### src/rtl/utf8_glyph_lookup_defines.svh
// Assertion macros shared by the glyph lookup RTL.
// No dependencies; included by the modules that carry assertions.
`ifndef UTF8_GLYPH_LOOKUP_DEFINES_SVH
`define UTF8_GLYPH_LOOKUP_DEFINES_SVH

// Same-cycle implication, disabled during reset.
`define UGL_ASSERT_IMPL(label, clk, rst, ante, cons, msg) \
  label: assert property (@(posedge clk) disable iff (rst) (ante) |-> (cons)) \
    else $error(msg);

// Next-cycle implication, disabled during reset.
`define UGL_ASSERT_NEXT(label, clk, rst, ante, cons, msg) \
  label: assert property (@(posedge clk) disable iff (rst) (ante) |=> (cons)) \
    else $error(msg);

`endif

### src/rtl/ugl_pkg.sv
// Package for the UTF-8 glyph lookup: types, codes, byte masks, lead decode.
// No dependencies; used by every module of the block.
package ugl_pkg;

  localparam int TABLE_DEPTH_DEF = 256;

  localparam int KEY_W   = 31;
  localparam int COUNT_W = 9;
  localparam int LEN_W   = 3;
  localparam int GLYPH_W = 8;

  // item kinds
  localparam logic CMD_KEY_WRITE = 1'b0;
  localparam logic CMD_BYTE      = 1'b1;

  localparam logic [7:0] BIT7 = 8'b1000_0000;
  localparam logic [7:0] TOP2 = 8'b1100_0000;
  localparam logic [7:0] TOP3 = 8'b1110_0000;
  localparam logic [7:0] TOP4 = 8'b1111_0000;
  localparam logic [7:0] TOP5 = 8'b1111_1000;
  localparam logic [7:0] TOP6 = 8'b1111_1100;
  localparam logic [7:0] TOP7 = 8'b1111_1110;
  localparam logic [7:0] LOW6 = 8'b0011_1111;
  localparam logic [7:0] LOW5 = 8'b0001_1111;
  localparam logic [7:0] LOW4 = 8'b0000_1111;
  localparam logic [7:0] LOW3 = 8'b0000_0111;
  localparam logic [7:0] LOW2 = 8'b0000_0011;
  localparam logic [7:0] LOW1 = 8'b0000_0001;

  typedef enum logic [1:0] {
    S_IDLE,
    S_SETUP,
    S_SEARCH,
    S_EMIT
  } ugl_state_t;

  typedef struct packed {
    logic key_write;
    logic byte_take;
    logic cfg_write;
    logic search_init;
    logic search_step;
  } ugl_cmd_t;

  typedef struct packed {
    logic char_done;
    logic empty;
    logic hit;
    logic exhausted;
  } ugl_status_t;

  typedef struct packed {
    logic [LEN_W-1:0] len;
    logic [7:0]       bits;
  } ugl_lead_t;

  // lead byte -> sequence length and payload bits
  function automatic ugl_lead_t lead_decode(input logic [7:0] b);
    ugl_lead_t r;
    if ((b & BIT7) == 8'd0 || (b & TOP2) == BIT7) begin
      r.len = 3'd1; r.bits = b;
    end else if ((b & TOP3) == TOP2) begin
      r.len = 3'd2; r.bits = b & LOW5;
    end else if ((b & TOP4) == TOP3) begin
      r.len = 3'd3; r.bits = b & LOW4;
    end else if ((b & TOP5) == TOP4) begin
      r.len = 3'd4; r.bits = b & LOW3;
    end else if ((b & TOP6) == TOP5) begin
      r.len = 3'd5; r.bits = b & LOW2;
    end else if ((b & TOP7) == TOP6) begin
      r.len = 3'd6; r.bits = b & LOW1;
    end else begin
      r.len = 3'd0; r.bits = 8'd0;
    end
    return r;
  endfunction

endpackage

### src/rtl/ugl_ctrl.sv
// Controller FSM: item acceptance, search sequencing and result strobe.
// Depends on ugl_pkg and utf8_glyph_lookup_defines.svh.
`include "utf8_glyph_lookup_defines.svh"

module ugl_ctrl (
  input  logic                 clk,
  input  logic                 rst,
  input  logic                 start,
  input  logic                 command,
  input  logic                 cfg_valid,
  input  ugl_pkg::ugl_status_t status,
  output ugl_pkg::ugl_cmd_t    cmd,
  output logic                 busy,
  output logic                 cfg_ready,
  output logic                 result_valid
);

  ugl_pkg::ugl_state_t state, state_next;
  logic accept;

  always_ff @(posedge clk) begin
    if (rst) begin
      state <= ugl_pkg::S_IDLE;
    end else begin
      state <= state_next;
    end
  end

  always_comb begin
    state_next      = state;
    cmd             = '0;
    busy            = 1'b1;
    cfg_ready       = 1'b0;
    result_valid    = 1'b0;
    accept          = 1'b0;
    unique case (state)
      ugl_pkg::S_IDLE: begin
        busy          = 1'b0;
        cfg_ready     = 1'b1;
        accept        = start;
        cmd.cfg_write = cfg_valid;
        cmd.key_write = start && command == ugl_pkg::CMD_KEY_WRITE;
        cmd.byte_take = start && command == ugl_pkg::CMD_BYTE;
        if (cmd.byte_take && status.char_done) begin
          state_next = ugl_pkg::S_SETUP;
        end
      end
      ugl_pkg::S_SETUP: begin
        cmd.search_init = 1'b1;
        state_next = status.empty ? ugl_pkg::S_EMIT : ugl_pkg::S_SEARCH;
      end
      ugl_pkg::S_SEARCH: begin
        cmd.search_step = 1'b1;
        if (status.hit || status.exhausted) begin
          state_next = ugl_pkg::S_EMIT;
        end
      end
      ugl_pkg::S_EMIT: begin
        result_valid = 1'b1;
        state_next   = ugl_pkg::S_IDLE;
      end
      default: begin
        state_next = ugl_pkg::S_IDLE;
      end
    endcase
  end

  `UGL_ASSERT_NEXT(a_emit_once, clk, rst, result_valid, !result_valid && !busy,
                   "result strobe longer than one beat")
  `UGL_ASSERT_NEXT(a_done_search, clk, rst, accept && cmd.byte_take && status.char_done,
                   state == ugl_pkg::S_SETUP, "completed character not searched")
  `UGL_ASSERT_IMPL(a_no_cfg_busy, clk, rst, busy, !cmd.cfg_write && !accept,
                   "write taken while busy")

endmodule

### config.mk
export PLATFORM = sky130hd
export DESIGN_NAME = ugl_ctrl
export DESIGN_NICKNAME = d
export VERILOG_FILES = /design/src/rtl/ugl_pkg.sv /design/src/rtl/ugl_ctrl.sv
export VERILOG_INCLUDE_DIRS = /design/src /design/src/rtl
export SDC_FILE = /design/constraint.sdc
export NUM_CORES = 1
export LEC_CHECK = 0
export BUFFER_PORTS_ARGS = -buffer_cell sky130_fd_sc_hd__buf_2
export CELL_PAD_IN_SITES_DETAIL_PLACEMENT = 0
export CELL_PAD_IN_SITES_GLOBAL_PLACEMENT = 1
export CORE_AREA = 2 2 39 41
export DETAILED_ROUTE_END_ITERATION = 16
export DIE_AREA = 0 0 41 43
export PLACE_DENSITY = 0.56
export SLEW_MARGIN = 10
export SYNTH_ARGS = -nofsm -noshare
export SYNTH_HDL_FRONTEND = slang
export SYNTH_SLANG_ARGS = --single-unit
### constraint.sdc
create_clock -name clk -period 3.7 [get_ports clk]
set_clock_uncertainty 0.1 [all_clocks]
set_input_delay 0.185 -clock clk [delete_from_list [all_inputs] [get_ports clk]]
set_output_delay 0.185 -clock clk [all_outputs]
set_load 0.005 [all_outputs]
==> impl_metrics.json, run 1 <==
{
  "criticalPathCategory": "reg -> out",
  "ys_types": 15,
  "pwr_density_cell_mw_per_mm2": 575,
  "cts_buffer_depth": 2,
  "multi_input_area_sq_um": 144,
  "ys_ff_latch": 2,
  "dpl.hpwl_um": 382,
  "crit_chain": "inv_1 -> ha_1 -> and3_2 -> buf_2",
  "clock_tree.root_cell": "clkbuf_4",
  "worstPathArrival_ns": 1.29,
  "numCtsBuffers": 3,
  "cts_tree": "yes",
  "grt_max_degree": 8,
  "rsz0062_at_grt": "no",
  "netlist_top_cells_area": "ha_1 (26%), dfxtp_1 (21%), a221oi_2 (7.7%), nand2b_1 (6.4%), inv_1 (5.8%)",
  "die_y_um": 43,
  "antennaDiodeCount": 0,
  "crit_path_start_kind": "flop",
  "wire_per_inst_um": 8.33,
  "initial_core_util_pct": 14.1,
  "largest_reg_flops": 2,
  "dr_total_vias": 212,
  "grt_usage_pct": 6.01,
  "synth_nets": 36,
  "reg2reg_setup_slack_ns": 2.24,
  "yosysWarningCount": 0,
  "regMostFlops": "state",
  "r2r.worst_path.cells": 5,
  "layout_commonest_cell": "buf_2",
  "htree_num_levels": 1,
  "post_cts_buffers": 0,
  "synthCells": 23,
  "drtAntennaViolNets": 0,
  "hold_slack_ns": 0.0505,
  "clock_latency_ns": 0.22,
  "setup_viol": 0,
  "critical_path_cell_count": 4,
  "cp_slowest_cell": "dfxtp_1",
  "fillers": 162,
  "ff_latch_area_sq_um": 40.0,
  "worstPathMaxFanout": 7,
  "reg_top3": "state x2",
  "timing.fmax_mhz": 634,
  "antenna_found_initial": 0,
  "fin_crit_sh_pct": 42.6,
  "io_buffers": 16,
  "hold_buffers": 0,
  "netlist_area_sq_um": 195,
  "crit_required_ns": 3.41,
  "drive_above_1_share_pct": 50.0,
  "cp_num_buf_inv": 2,
  "core_area_sq_mm": 0.00138,
  "grt_pass1_wl_um": 662,
  "cts_resized": 0,
  "ioPinCount": 17,
  "hold_path_depth": 2,
  "clk_pin_slew_ns": 0.03,
  "vias_per_cell": 3.66,
  "finalWeightedCongestion": 0.630,
  "grt_pass1_vias": 185,
  "dieArea_sq_mm": 0.00176,
  "min_path_type": "in -> reg",
  "tns_ns": 0,
  "cts.sinks": 2,
  "status": "finished, final reports clean",
  "cap_violations": 0,
  "fp-row-count": 14,
  "slew_violations": 0,
  "die_x_um": 41,
  "cp_top_family": "flip-flops",
  "overflow": 0,
  "p_leak_nw": 0.184,
  "wl_um": 483,
  "layout_common_cells": "buf_2 (16), ha_1 (4), inv_1 (3), clkbuf_4 (3)",
  "relSlewSlack_pct": 81.7,
  "cp_slowest_stage_delay_ns": 0.36,
  "crit_path_end_kind": "output port",
  "final-hold-violation-count": 0,
  "irDropWorstVdd_uv": 185,
  "yosysTopAreaCellShare_pct": 25.6,
  "dr.pass1.iters": 1,
  "syn_to_final_growth_pct": 62.8,
  "route.detailed.drc": 0,
  "drtIter0Drc": 0,
  "yosys.area.top_type": "ha_1",
  "tightestPinTransition_ns": 0.274,
  "period_needed_ns": 1.58,
  "nets": 57,
  "ys_seq_area_share_pct": 20.5,
  "syn_area_per_cell_sq_um": 8.49
}
==> kinds of logic (layout without fill, tap and decap cells) <==
group,after synthesis,after routing,synth area share (%)
and+or+nand+nor,10,10,28.8
adders and majority gates,4,4,25.6
AOI/OAI and AO/OA,3,3,14.1
buffers and inverters,3,22,5.77
DFF,2,2,20.5
muxes,1,1,5.13
==> worst reg2reg max path: cells and delay by family (launching register included) <==
kind            cells  cell delay, ns
fa+ha+maj           1            0.21
buf+inv             1            0.11
compound gates      2            0.44
simple gates        1            0.15
flops               1            0.36
==> stage by stage <==
stage                power, W  worst slack [ns]  utilization, %  area [sq um]  std cells
finish               0.000183              2.12            23.0           318         58
global route         0.000203              2.03            23.0           318         58
CTS                  0.000188              2.11            23.0           318         58
detailed placement   0.000136              2.22            21.3           295         55
global placement     0.000137              2.23            21.3           295         55
floorplan           0.0000991              2.31               -           195         23
==> final cells by class <==
type / instances / area share [%]
Multi-Input combinational cell: 18 / 45.3
Inverter: 3 / 3.54
Timing Repair Buffer: 16 / 25.2
Clock buffer: 3 / 7.09
Tap cell: 16 / 6.30
Sequential cell: 2 / 12.6
==> cell usage after synthesis <==
library cell,number
nand3_1,1
and3_1,1
a21oi_1,1
a21o_1,1
dfxtp_1,2
and3_2,1
ha_1,4
nor3b_1,1
inv_1,3
and2_1,1
nand2_1,1
nand2b_1,2
a221oi_2,1
mux2i_1,1
nor2_1,2
==> path summary, 6_finish.rpt <==
path,from,to
worst max-delay path,state[0],cmd[3]
worst min-delay path,rst,state[0]
worst max register to register,state[0],state[0]
worst min register to register,state[1],state[1]
==> routing by layer <==
| metal | vias up | wire [um] | share of wire, % | track usage (%) |
|---|---|---|---|---|
| li1 | 115 | - | - | - |
| met1 | 84 | 191 | 40 | 4.79 |
| met2 | 13 | 217 | 45 | 9.38 |
| met3 | 0 | 74 | 15 | 1.57 |
| met4 | 0 | 0 | 0 | 8.00 |
| met5 | - | 0 | 0 | 0 |
==> where the power goes <==
group / leakage, nW / internal (W) / switching [W]
Clock: 0.0138 / 0.0000358 / 0.0000122
Sequential: 0.0164 / 0.0000288 / 0.00000811
Combinational: 0.154 / 0.0000499 / 0.0000479
Total: 0.184 / 0.000114 / 0.0000683
Note: power is estimated with default switching activity, not from simulation.
==> run 2, diff against run 1 <==
--- a/config.mk
+++ b/config.mk
@@ -6,13 +6,14 @@
 export SDC_FILE = /design/constraint.sdc
 export NUM_CORES = 1
 export LEC_CHECK = 0
+export ABC_AREA = 1
 export BUFFER_PORTS_ARGS = -buffer_cell sky130_fd_sc_hd__buf_2
 export CELL_PAD_IN_SITES_DETAIL_PLACEMENT = 0
 export CELL_PAD_IN_SITES_GLOBAL_PLACEMENT = 1
 export CORE_AREA = 2 2 39 41
 export DETAILED_ROUTE_END_ITERATION = 16
 export DIE_AREA = 0 0 41 43
-export PLACE_DENSITY = 0.56
+export PLACE_DENSITY = 0.59
 export SLEW_MARGIN = 10
 export SYNTH_ARGS = -nofsm -noshare
 export SYNTH_HDL_FRONTEND = slang
==> constraint.sdc (replaced) <==
create_clock -name clk -period 1.65 [get_ports clk]
set_clock_uncertainty 0.1 [all_clocks]
set_input_delay 0.0825 -clock clk [delete_from_list [all_inputs] [get_ports clk]]
set_output_delay 0.0825 -clock clk [all_outputs]
set_load 0.005 [all_outputs]
==> run 2 against run 1 <==
Critical endpoint unchanged. Global-route usage grew 0.59 points. Area after synthesis up 2.6%. Non-clock buffer count stayed put.
==> impl_metrics.json, run 2 <==
{
  "status": "finished, final reports clean",
  "p_sw_share_pct": 41.9,
  "rsz0062_at_grt": "no",
  "drtIter0Drc": 1,
  "hold_slack_ns": 0.0156,
  "clk_pin_slew_ns": 0.03,
  "synth_top_family_by_area": "simple AND/OR/NAND/NOR gates",
  "synth.most_common_cell": "inv_1",
  "antennaDiodeCount": 0,
  "m1WireLength_um": 200,
  "crit_path_start_kind": "flop",
  "dr_total_vias": 240,
  "dieArea_sq_mm": 0.00176,
  "synthMuxAreaShare_pct": 0,
  "synth-compound-area-share_pct": 7.50,
  "drtAntennaViolNets": 0,
  "route.detailed.drc": 0,
  "crit_required_ns": 1.47,
  "grt_usage_pct": 6.61,
  "reg_top3": "state x2",
  "worstPathMaxFanout": 6,
  "ys_ff_latch": 2,
  "relSlewSlack_pct": 86.4,
  "r2r.worst_path.cells": 6,
  "syn_to_final_growth_pct": 61.3,
  "htree_num_levels": 1,
  "top_layer_used": "met3",
  "post_cts_buffers": 0,
  "period_needed_ns": 1.41,
  "timing.fmax_mhz": 707,
  "cap_violations": 0,
  "synth_nets": 44,
  "cts_buffer_depth": 2,
  "irDropWorstVdd_uv": 449,
  "min_path_type": "in -> reg",
  "antenna_found_initial": 0,
  "overflow": 0,
  "largest_reg_flops": 2,
  "yosysWarningCount": 0,
  "pwr-share-seq_pct": 19.8,
  "ys_seq_area_share_pct": 20.0,
  "yosys.area.top_type": "ha_1",
  "layout_common_cells": "buf_2 (16), inv_1 (6), nand2_1 (5)",
  "netlist_top_cells_area": "ha_1 (25%), dfxtp_1 (20%), inv_1 (11%), nand3_1 (10%), nand2_1 (9.4%)",
  "drive_above_1_share_pct": 44.0,
  "fp-row-count": 14,
  "power.switching_w": 0.000199,
  "slew_violations": 0,
  "layout_commonest_cell": "buf_2",
  "dr.pass1.iters": 2,
  "worstPathArrival_ns": 1.23,
  "nets": 65,
  "cts_resized": 0,
  "die_x_um": 41,
  "tns_ns": 0,
  "cts.sinks": 2,
  "final-hold-violation-count": 0,
  "dpl.hpwl_um": 400,
  "wire_per_inst_um": 7.44,
  "dr_wl_met2_um": 225,
  "syn_area_per_cell_sq_um": 6.46,
  "wl_met3_um": 65,
  "regMostFlops": "state",
  "synthFlopType": "dfxtp_1",
  "yosysTopAreaCellShare_pct": 25.0,
  "numCtsBuffers": 3,
  "p_int_w": 0.000276,
  "cts_tree": "yes",
  "pwr_density_cell_mw_per_mm2": 1470,
  "core_area_sq_mm": 0.00138,
  "grt_pass1_wl_um": 710,
  "comb_power_share_pct": 57.4,
  "fin_crit_sh_pct": 85.7,
  "p_leak_nw": 0.199,
  "synth_common_cells": "inv_1 (6), nand2_1 (5), ha_1 (4), nand3_1 (4), nor2_1 (4)",
  "hold_buffers": 0,
  "netlist_area_sq_um": 200,
  "setup_viol": 0,
  "initial_core_util_pct": 14.5,
  "async_reset_ff_share_pct": 0,
  "grt_pass1_vias": 204,
  "vias_per_cell": 3.64,
  "crit_path_end_kind": "output port",
  "finalWeightedCongestion": 0.644,
  "hold_path_depth": 4,
  "synthCells": 31,
  "ioPinCount": 17,
  "clock_latency_ns": 0.22,
  "tightestPinTransition_ns": 0.203,
  "clockPowerShare_pct": 22.9,
  "clock_tree.root_cell": "clkbuf_4",
  "synthXorXnorAreaFrac_pct": 0,
  "grt_max_degree": 7,
  "die_y_um": 43,
  "synth-simple-area-share_pct": 36.3,
  "io_buffers": 16,
  "synth_edf_count": 0,
  "ys_types": 9,
  "criticalPathCategory": "reg -> out",
  "synthAdderAreaFrac_pct": 25.0,
  "wl_um": 491
}
[run 2: cell count changes in the layout (fill, tap and decap cells not counted), moves of 2 or more]
cell	change
a21oi_1	+2
inv_1	+3
nand2_1	+4
nand2_2	+2
nand2b_1	-2
nand3_1	+3
nor2_1	+2
[run 2: final timing paths]
| check | startpoint | end | slack (ns) |
|---|---|---|---|
| max reg2reg | state[0] | state[0] | 0.37 |
| max | state[0] | cmd[3] | 0.24 |
| min | rst | state[0] | 0.02 |
| min reg2reg | state[0] | state[0] | 0.46 |
[run 2: cells by family after synthesis]
family	Yosys count
buf+inv	6
flops	2
fa+ha+maj	4
compound gates	3
simple gates	16
[run 2: layout make-up]
class	instances	area [sq um]
clock buffers	3	22.5
fillers	160	1060
inverters	6	22.5
multi-input cells	23	138
flip-flops and latches	2	40.0
well taps	16	20.0
repair buffers	16	80.1
[run 2: layer usage]
layer  vias up  GRT usage (%)
li1        134              -
met1        93           5.73
met2        13           9.38
met3         0           3.14
met4         0           8.00
met5         -              0
[run 2: worst max-delay path: stages (launching register included)]
cell	delay, ns
dfxtp_1	0.38
inv_1	0.10
ha_1	0.27
inv_1	0.09
nor2_1	0.04
buf_2	0.11
[run 2: through the flow]
stage	instances	instance area (sq um)	util [%]	power, W	setup WS (ns)
after global routing	66	323	23.3	0.000552	0.0920
final	66	323	23.3	0.000474	0.235
after floorplan	31	200	-	0.000271	0.447
after detailed placement	63	300	21.7	0.000376	0.346
after global placement	63	300	21.7	0.000375	0.353
after CTS	66	323	23.3	0.000493	0.204
[run 2: power by group through the flow]
stage          Sequential (W)  Combinational (W)  Clock, W
2_1_floorplan       0.0000885           0.000183         0
3_3_place_gp        0.0000960           0.000279         0
3_5_place_dp        0.0000954           0.000281         0
4_1_cts             0.0000948           0.000281  0.000117
5_1_grt             0.0000981           0.000329  0.000125
6_report            0.0000938           0.000272  0.000108
==> run 3, diff against run 2 <==
--- a/config.mk
+++ b/config.mk
@@ -8,7 +8,7 @@
 export LEC_CHECK = 0
 export ABC_AREA = 1
 export BUFFER_PORTS_ARGS = -buffer_cell sky130_fd_sc_hd__buf_2
-export CELL_PAD_IN_SITES_DETAIL_PLACEMENT = 0
+export CELL_PAD_IN_SITES_DETAIL_PLACEMENT = 1
 export CELL_PAD_IN_SITES_GLOBAL_PLACEMENT = 1
 export CORE_AREA = 2 2 39 41
 export DETAILED_ROUTE_END_ITERATION = 16
==> run 3 against run 2 <==
Critical path depth unchanged. Design area unchanged. Clock power about the same. Clock-buffer cell count stayed put. Maximum frequency fell by 0.42%. Utilization stayed put. Die area stayed put. Sequential cell count unchanged. Via count increased by 6.3%. Critical path type unchanged. Critical endpoint unchanged.
==> impl_metrics.json, run 3 (synthesis gave the netlist of run 2 again) <==
{
  "clock_tree.root_cell": "clkbuf_4",
  "crit_path_end_kind": "output port",
  "p_sw_share_pct": 42.3,
  "pwr_density_cell_mw_per_mm2": 1480,
  "cp_slowest_stage_delay_ns": 0.39,
  "antenna_found_initial": 0,
  "r2r.worst_path.cells": 6,
  "dr_total_vias": 255,
  "final-hold-violation-count": 0,
  "reg_top3": "state x2",
  "grt_max_degree": 7,
  "cts_resized": 0,
  "cts_tree": "yes",
  "hold_buffers": 0,
  "cp_slowest_cell": "dfxtp_1",
  "hold_path_depth": 4,
  "antennaDiodeCount": 0,
  "initial_core_util_pct": 14.5,
  "rsz0062_at_grt": "no",
  "dieArea_sq_mm": 0.00176,
  "dr.pass1.iters": 2,
  "clockPowerShare_pct": 22.7,
  "cts.sinks": 2,
  "drive_above_1_share_pct": 44.0,
  "critical_path_cell_count": 5,
  "criticalPathCategory": "reg -> out",
  "crit_chain": "inv_1 -> ha_1 -> inv_1 -> nor2_1 -> buf_2",
  "finalPower_w": 0.000477,
  "regMostFlops": "state",
  "status": "finished, final reports clean",
  "comb_power_share_pct": 57.6,
  "crit_path_start_kind": "flop",
  "core_area_sq_mm": 0.00138,
  "cp_top_family": "flip-flops",
  "largest_reg_flops": 2,
  "hp-start": "rst",
  "regToRegStartpoint": "state[0]",
  "timing.fmax_mhz": 704,
  "period_needed_ns": 1.42,
  "slew_violations": 0,
  "fp-row-count": 14,
  "p_leak_nw": 0.199,
  "nets": 65,
  "post_cts_buffers": 0,
  "crit_top_cell": "inv_1",
  "setup_viol": 0,
  "drtAntennaViolNets": 0,
  "clock_latency_ns": 0.22,
  "ioPinCount": 17,
  "cap_violations": 0,
  "grt_pass1_wl_um": 724,
  "tightestPinTransition_ns": 0.207,
  "relSlewSlack_pct": 86.2,
  "tns_ns": 0,
  "die_x_um": 41,
  "fillers": 182,
  "use_met1_pct": 5.11,
  "fin_crit_sh_pct": 86.1,
  "io_buffers": 16,
  "min_path_type": "in -> reg",
  "cp-startpoint": "state[0]",
  "layout_commonest_cell": "buf_2",
  "p_int_w": 0.000276,
  "power.switching_w": 0.000202,
  "crit_required_ns": 1.47,
  "wl_um": 544,
  "htree_num_levels": 1,
  "drtIter0Drc": 2,
  "grt_pass1_vias": 213,
  "route.detailed.drc": 0,
  "irDropWorstVdd_uv": 513,
  "die_y_um": 43,
  "numCtsBuffers": 3,
  "wire_per_inst_um": 8.24,
  "grt_usage_pct": 6.51,
  "groute.layer.met2.usage_pct": 10.3,
  "worstPathMaxFanout": 6,
  "grt_busiest_layer": "met2",
  "cts_buffer_depth": 2,
  "pwr-share-seq_pct": 19.7,
  "cp_num_buf_inv": 3,
  "worstPathArrival_ns": 1.24,
  "overflow": 0,
  "syn_to_final_growth_pct": 61.3,
  "layout_common_cells": "buf_2 (16), inv_1 (6), nand2_1 (5)",
  "clk_pin_slew_ns": 0.03,
  "vias_per_cell": 3.86,
  "dpl.hpwl_um": 446,
  "finalWeightedCongestion": 0.644,
  "grt_util_met3_pct": 2.09
}
==> run 3: area by class of cell <==
type / instances / area [sq um] / share of cell area, %
clock buffer: 3 / 22.5 / 6.98
inverter: 6 / 22.5 / 6.98
multi-input combinational: 23 / 138 / 42.6
sequential: 2 / 40.0 / 12.4
tap: 16 / 20.0 / 6.20
timing repair buffer: 16 / 80.1 / 24.8
==> run 3: per-layer routing <==
| layer | part of all wire [%] | vias up |
|---|---|---|
| met3 | 17 | 0 |
| met1 | 36 | 109 |
| li1 | - | 133 |
| met4 | 0 | 0 |
| met2 | 47 | 13 |
| met5 | 0 | - |
==> run 3: path summary, 6_finish.rpt <==
path	endpoint	slack (ns)
setup reg to reg	state[0]	0.34
setup / recovery	cmd[3]	0.23
hold / removal	state[1]	0.01
hold reg to reg	state[0]	0.46
==> run 3: metrics by stage <==
| step | instance area [sq um] | setup WS, ns | hold slack (ns) | std cells | utilization, % |
|---|---|---|---|---|---|
| 6_report | 323 | 0.229 | 0.0122 | 66 | 23.3 |
| 5_1_grt | 323 | 0.136 | 0.0327 | 66 | 23.3 |
| 4_1_cts | 323 | 0.207 | 0.00932 | 66 | 23.3 |
| 3_5_place_dp | 300 | 0.324 | 0.253 | 63 | 21.7 |
| 3_3_place_gp | 300 | 0.353 | 0.247 | 63 | 21.7 |
| 2_1_floorplan | 200 | 0.447 | 0.0961 | 31 | - |
==> run 3: power groups by stage <==
stage | combinational [W] | sequential [W] | clock [W]
detailed placement | 0.000280 | 0.0000961 | 0
floorplan | 0.000183 | 0.0000885 | 0
finish | 0.000275 | 0.0000940 | 0.000108
global route | 0.000324 | 0.0000979 | 0.000118
CTS | 0.000282 | 0.0000952 | 0.000118
global placement | 0.000279 | 0.0000960 | 0
==> run 3: worst register-to-register path, stage by stage, from the launching register on <==
cell and delay (ns):
dfxtp_1 0.39, inv_1 0.10, ha_1 0.28, a21oi_1 0.15, nand3_1 0.08, nand2_1 0.06
nor2_1 0.04
